## src/rtl/cc20_pkg.sv

```systemverilog
package cc20_pkg;

  localparam int DoubleRounds = 10;
  localparam int RoundCountW = $clog2(2 * DoubleRounds + 1);

  localparam logic [31:0] Sigma0 = 32'h61707865;
  localparam logic [31:0] Sigma1 = 32'h3320646e;
  localparam logic [31:0] Sigma2 = 32'h79622d32;
  localparam logic [31:0] Sigma3 = 32'h6b206574;

  localparam logic [2:0] RegKey01 = 3'd0;
  localparam logic [2:0] RegKey23 = 3'd1;
  localparam logic [2:0] RegKey45 = 3'd2;
  localparam logic [2:0] RegKey67 = 3'd3;
  localparam logic [2:0] RegEnable = 3'd4;

  typedef logic [31:0] word_t;
  typedef word_t [15:0] block_t;

  typedef struct packed {
    logic [7:0] data;
    logic       last;
    logic       bypass;
    logic       start;
    logic [15:0] conn;
    logic [31:0] seq;
  } item_t;

  function automatic word_t rotl(input word_t v, input int n);
    rotl = (v << n) | (v >> (32 - n));
  endfunction

  function automatic block_t quarter(input block_t w, input int a, input int b,
                                     input int c, input int d);
    block_t r;
    r = w;
    r[a] = r[a] + r[b]; r[d] = rotl(r[d] ^ r[a], 16);
    r[c] = r[c] + r[d]; r[b] = rotl(r[b] ^ r[c], 12);
    r[a] = r[a] + r[b]; r[d] = rotl(r[d] ^ r[a], 8);
    r[c] = r[c] + r[d]; r[b] = rotl(r[b] ^ r[c], 7);
    quarter = r;
  endfunction

endpackage

```

## src/rtl/cc20_front.sv

```systemverilog
module cc20_front import cc20_pkg::*; (
  input  logic        clk,
  input  logic        rst,
  input  logic        cfg_enable,
  input  logic        in_valid,
  output logic        in_stall,
  input  logic [7:0]  data_byte,
  input  logic [15:0] conn_ident,
  input  logic [31:0] seq_number,
  input  logic        first_byte,
  input  logic        last_byte,
  output logic        q_valid,
  input  logic        q_pop,
  output item_t       q_item
);

  item_t      entries [2];
  logic [1:0] count;
  logic       wr_ptr;
  logic       rd_ptr;
  logic       push;
  item_t      incoming;

  assign in_stall = (count == 2'd2);
  assign push = in_valid && !in_stall;
  assign q_valid = (count != 2'd0);
  assign q_item = entries[rd_ptr];

  always_comb begin
    incoming.data = data_byte;
    incoming.last = last_byte;
    incoming.bypass = !cfg_enable;
    incoming.start = first_byte;
    incoming.conn = conn_ident;
    incoming.seq = seq_number;
  end

  always_ff @(posedge clk) begin
    if (push) begin
      entries[wr_ptr] <= incoming;
    end
    if (rst) begin
      count <= 2'd0;
      wr_ptr <= 1'b0;
      rd_ptr <= 1'b0;
    end else begin
      if (push) wr_ptr <= !wr_ptr;
      if (q_pop) rd_ptr <= !rd_ptr;
      count <= count + {1'b0, push} - {1'b0, q_pop};
    end
  end

  assert property (@(posedge clk) disable iff (rst) count <= 2'd2)
    else $error("queue overfilled");
  assert property (@(posedge clk) disable iff (rst) q_pop |-> q_valid)
    else $error("pop from empty queue");
  assert property (@(posedge clk) disable iff (rst)
    (push && !q_pop) |=> count == $past(count) + 2'd1)
    else $error("queue count wrong");

endmodule

```

## config.mk

```make
export PLATFORM = sky130hd
export DESIGN_NAME = cc20_front
export DESIGN_NICKNAME = d
export VERILOG_FILES = /design/src/rtl/cc20_pkg.sv /design/src/rtl/cc20_front.sv
export SDC_FILE = /design/constraint.sdc
export NUM_CORES = 1
export LEC_CHECK = 0
export ABC_CLOCK_PERIOD_IN_PS = 5100
export BUFFER_PORTS_ARGS = -buffer_cell sky130_fd_sc_hd__clkbuf_2
export CAP_MARGIN = 40
export CORE_ASPECT_RATIO = 1.2
export CORE_MARGIN = 4
export CORE_UTILIZATION = 45
export CTS_CLUSTER_DIAMETER = 40
export DETAILED_ROUTE_END_ITERATION = 10
export PLACE_DENSITY_LB_ADDON = 0.2
export SYNTH_ARGS = -nofsm -noshare
export SYNTH_HDL_FRONTEND = slang
export SYNTH_SLANG_ARGS = --single-unit
```

## constraint.sdc

```tcl
create_clock -name clk -period 5.1 [get_ports clk]
set_input_delay 0.51 -clock clk [delete_from_list [all_inputs] [get_ports clk]]
set_output_delay 0.51 -clock clk [all_outputs]
set_load 0.005 [all_outputs]
```

==> summary.txt <==
Outcome
  • Outcome: completed

Logic synthesis
  • Mapped Cells: 210
  • Synthesis-stage register bit count: between 100 and 150
  • Syn Std Cell Area: 0.004532 mm²
  • Top-area cell type share of the netlist area: 0.7819
  • YS warnings: 0
  • Cell variety after synth: 20
  • Top cells by area, synth: edfxtp_1, mux2_2, mux2_4, dfxtp_1, ha_1
  • Most area-hungry cell type in the Yosys netlist: edfxtp_1
  • Sequential element share of the synthesized area: 0.8040
  • Syn Area/Cell: 21.58 µm²
  • Syn Nets: ~280

Place
  • Input/output buffers: between 100 and 150
  • HPWL after DPL: 5.145 mm
  • Global placer's final weighted congestion: around 0.7

Worst setup path
  • CP Max Fanout: 31
  • CP Data Required Time: around 4.6 ns
  • Worst-path cell chain: buf_4 -> mux2_2 -> clkbuf_2
  • Reg2reg start: count[0]
  • CP endpoint kind: output pin
  • Worst EP arrival: 2.26 ns
  • Critical-path top delay cell: dfxtp_2
  • Worst path max stage delay: ~0.82 ns
  • Worst setup SP type: flip-flop
  • Crit path kind: reg -> out

GRT
  • GR Overflow Total: 0
  • Global-route wire length before repair: 12.28 mm
  • Gr usage total: 0.1415
  • Vias in the first global route: about 2500
  • Antenna violations before repair: 0
  • Largest net degree at the start of global routing: 60

Floorplanning
  • Core area: around 0.0097 mm²
  • I/O pin count: around 120
  • Initial Util: 0.4690
  • Die ar.: 0.01175 mm²
  • Std cell rows: 39
  • Chip Height: between 100 and 150 µm
  • Die width: 99.61 µm

Drt
  • DR pass1 iterations: 4
  • Via-per-instance ratio: about 4.8
  • DRC violations left: 0
  • Post-route antenna net violation count: 0
  • Drt total wl: between 7 and 8 mm
  • First DRT Iteration DRCs: 98
  • Vias: 2300
  • Avg WL per Cell: between 15 and 20 µm

Timing
  • FMAX: 361.0 MHz
  • Worst-Margin Slew: roughly 0.79 ns
  • Fin. max-slew vios: 0
  • Setup violators final: 0
  • Clk_skew: 0.007958 ns
  • Period utilization: 0.5432
  • Min Tclk post-route: between 2 and 3 ns
  • Final Hold Viols: 0
  • RSZ-0062 raised after global routing: false
  • Setup TNS: 0 ns
  • Relative slew slack: 0.4714

Final layout
  • Net count, final: 413
  • Final Util: 0.6017
  • Ant. Diodes: 0
  • Layout cell share with drive strength beyond 1: 0.5956
  • Layout area overhead: 28.27%
  • Fill cell count: 737

Clocking
  • Setup Fix Bufs, Post-CTS: 0
  • Clk sinks: 123
  • CTS tree: built
  • Clock tree buffer depth: 2
  • Clock root buffer: clkbuf_16
  • # hold bufs at CTS: 0
  • TritonCTS buffer count: 17
  • Worst skew pair latency: ~0.4 ns
  • Clock slew at reported path FFs: 0.05 ns
  • Post-CTS sizing: 0
  • H-tree levels: 4

Pwr
  • Leakage power: about 2.3 nW
  • VDD IR max: slightly below 0.0004 V
  • Power density over the cells: 474.8 mW/mm²

Worst hold path
  • Hold WC Path Type: in -> reg
  • Hold Startpoint: conn_ident[5]

Run
  • Max Cap Viol: 0
cells in the mapped netlist:
library cell and count:
xnor2_1 2, mux2_4 10, buf_8 1, or2_2 1, nand2b_2 1, buf_2 4, buf_6 2, inv_1 5
and3_1 1, nor2b_1 1, nor2_1 3, a21oi_1 1, dfxtp_1 5, or3_1 1, ha_1 2, xor2_1 1
o21ai_0 1, mux2_2 49, edfxtp_1 118, nand2_1 1
report_power, final:
group	switching, mW	total (mW)	internal, mW
logic	0.181	0.362	0.181
registers	0.0407	1.31	1.27
clock network	0.378	1.09	0.709
stage by stage:
| step | std cells | cell area [µm²] | worst slack (ns) | power (mW) | hold slack (ns) |
|---|---|---|---|---|---|
| 3_5_place_dp | 452 | 5269 | 2.689 | 1.705 | 0.4845 |
| 5_1_grt | 484 | 5813 | 2.167 | 2.890 | 0.2742 |
| 3_3_place_gp | 452 | 5269 | 2.700 | 1.694 | 0.4683 |
| 2_1_floorplan | 210 | 4532 | 2.628 | 1.534 | 0.4518 |
| 6_report | 484 | 5813 | 2.330 | 2.760 | 0.3005 |
| 4_1_cts | 484 | 5813 | 2.247 | 2.805 | 0.2741 |
placed cells by master, fill, tap and decap left out:
cell type / synthesis / routed
clkbuf_2: 0 / 123
edfxtp_1: 118 / 118
mux2_2: 49 / 49
clkbuf_16: 0 / 17
mux2_4: 10 / 10
clkinv_2: 0 / 5
clkbuf_1: 0 / 5
inv_1: 5 / 4
dfxtp_1: 5 / 4
nor2_1: 3 / 3
buf_4: 0 / 3
xnor2_1: 2 / 2
ha_1: 2 / 2
clkinv_1: 0 / 2
bufinv_16: 0 / 2
nand2b_2: 1 / 1
nand2_1: 1 / 1
or2_2: 1 / 1
and3_2: 0 / 1
or3_1: 1 / 1
inv_2: 0 / 1
nor2b_1: 1 / 1
xor2_1: 1 / 1
o21ai_0: 1 / 1
a21oi_1: 1 / 1
dfxtp_2: 0 / 1
clkinvlp_4: 0 / 1
final timing paths:
| check | endpoint | slack [ns] | depth (start not counted) |
|---|---|---|---|
| setup / recovery | q_item[39] | 2.33 | 3 |
| setup reg to reg | entries[0][54] | 3.14 | 5 |
| hold / removal | entries[0][37] | 0.30 | 1 |
| hold reg to reg | wr_ptr | 0.49 | 2 |
cell families (layout without fill, tap and decap cells):
family | after synthesis | in the layout | share of synthesized area
compound gates | 2 | 2 | 0.002207
xor+xnor | 3 | 3 | 0.005799
fa+ha+maj | 2 | 2 | 0.005521
buf+inv | 12 | 163 | 0.01684
flops | 123 | 123 | 0.8040
mux | 59 | 59 | 0.1549
simple gates | 9 | 9 | 0.01077
metal layers:
| layer | global-route usage | wire [µm] |
|---|---|---|
| met2 | 0.2433 | 4379 |
| met1 | 0.1405 | 2823 |
| met5 | 0 | 0 |
| met3 | 0.07350 | 627 |
| met4 | 0.06149 | 59 |
worst max-delay path: cells and delay by family, from the launching register on:
kind | cells | cell delay [ns]
buffers and inverters | 2 | 0.64
DFF | 1 | 0.82
muxes | 1 | 0.40
flip-flops by register name (all words and copies together), names as in the netlist, named ones only:
register  flops
count         2
entries     118
rd_ptr        1
wr_ptr        1
layout make-up:
class | instances | area (µm²) | share of cell area
Sequential cell | 123 | 3645 | 0.6270
Multi-Input combinational cell | 75 | 813.3 | 0.1399
Timing Repair Buffer | 126 | 638.1 | 0.1098
Clock buffer | 22 | 444.2 | 0.07641
Tap cell | 123 | 153.9 | 0.02647
Clock inverter | 10 | 100.1 | 0.01722
Inverter | 5 | 18.77 | 0.003229
Power figures use the tool's default switching activity.
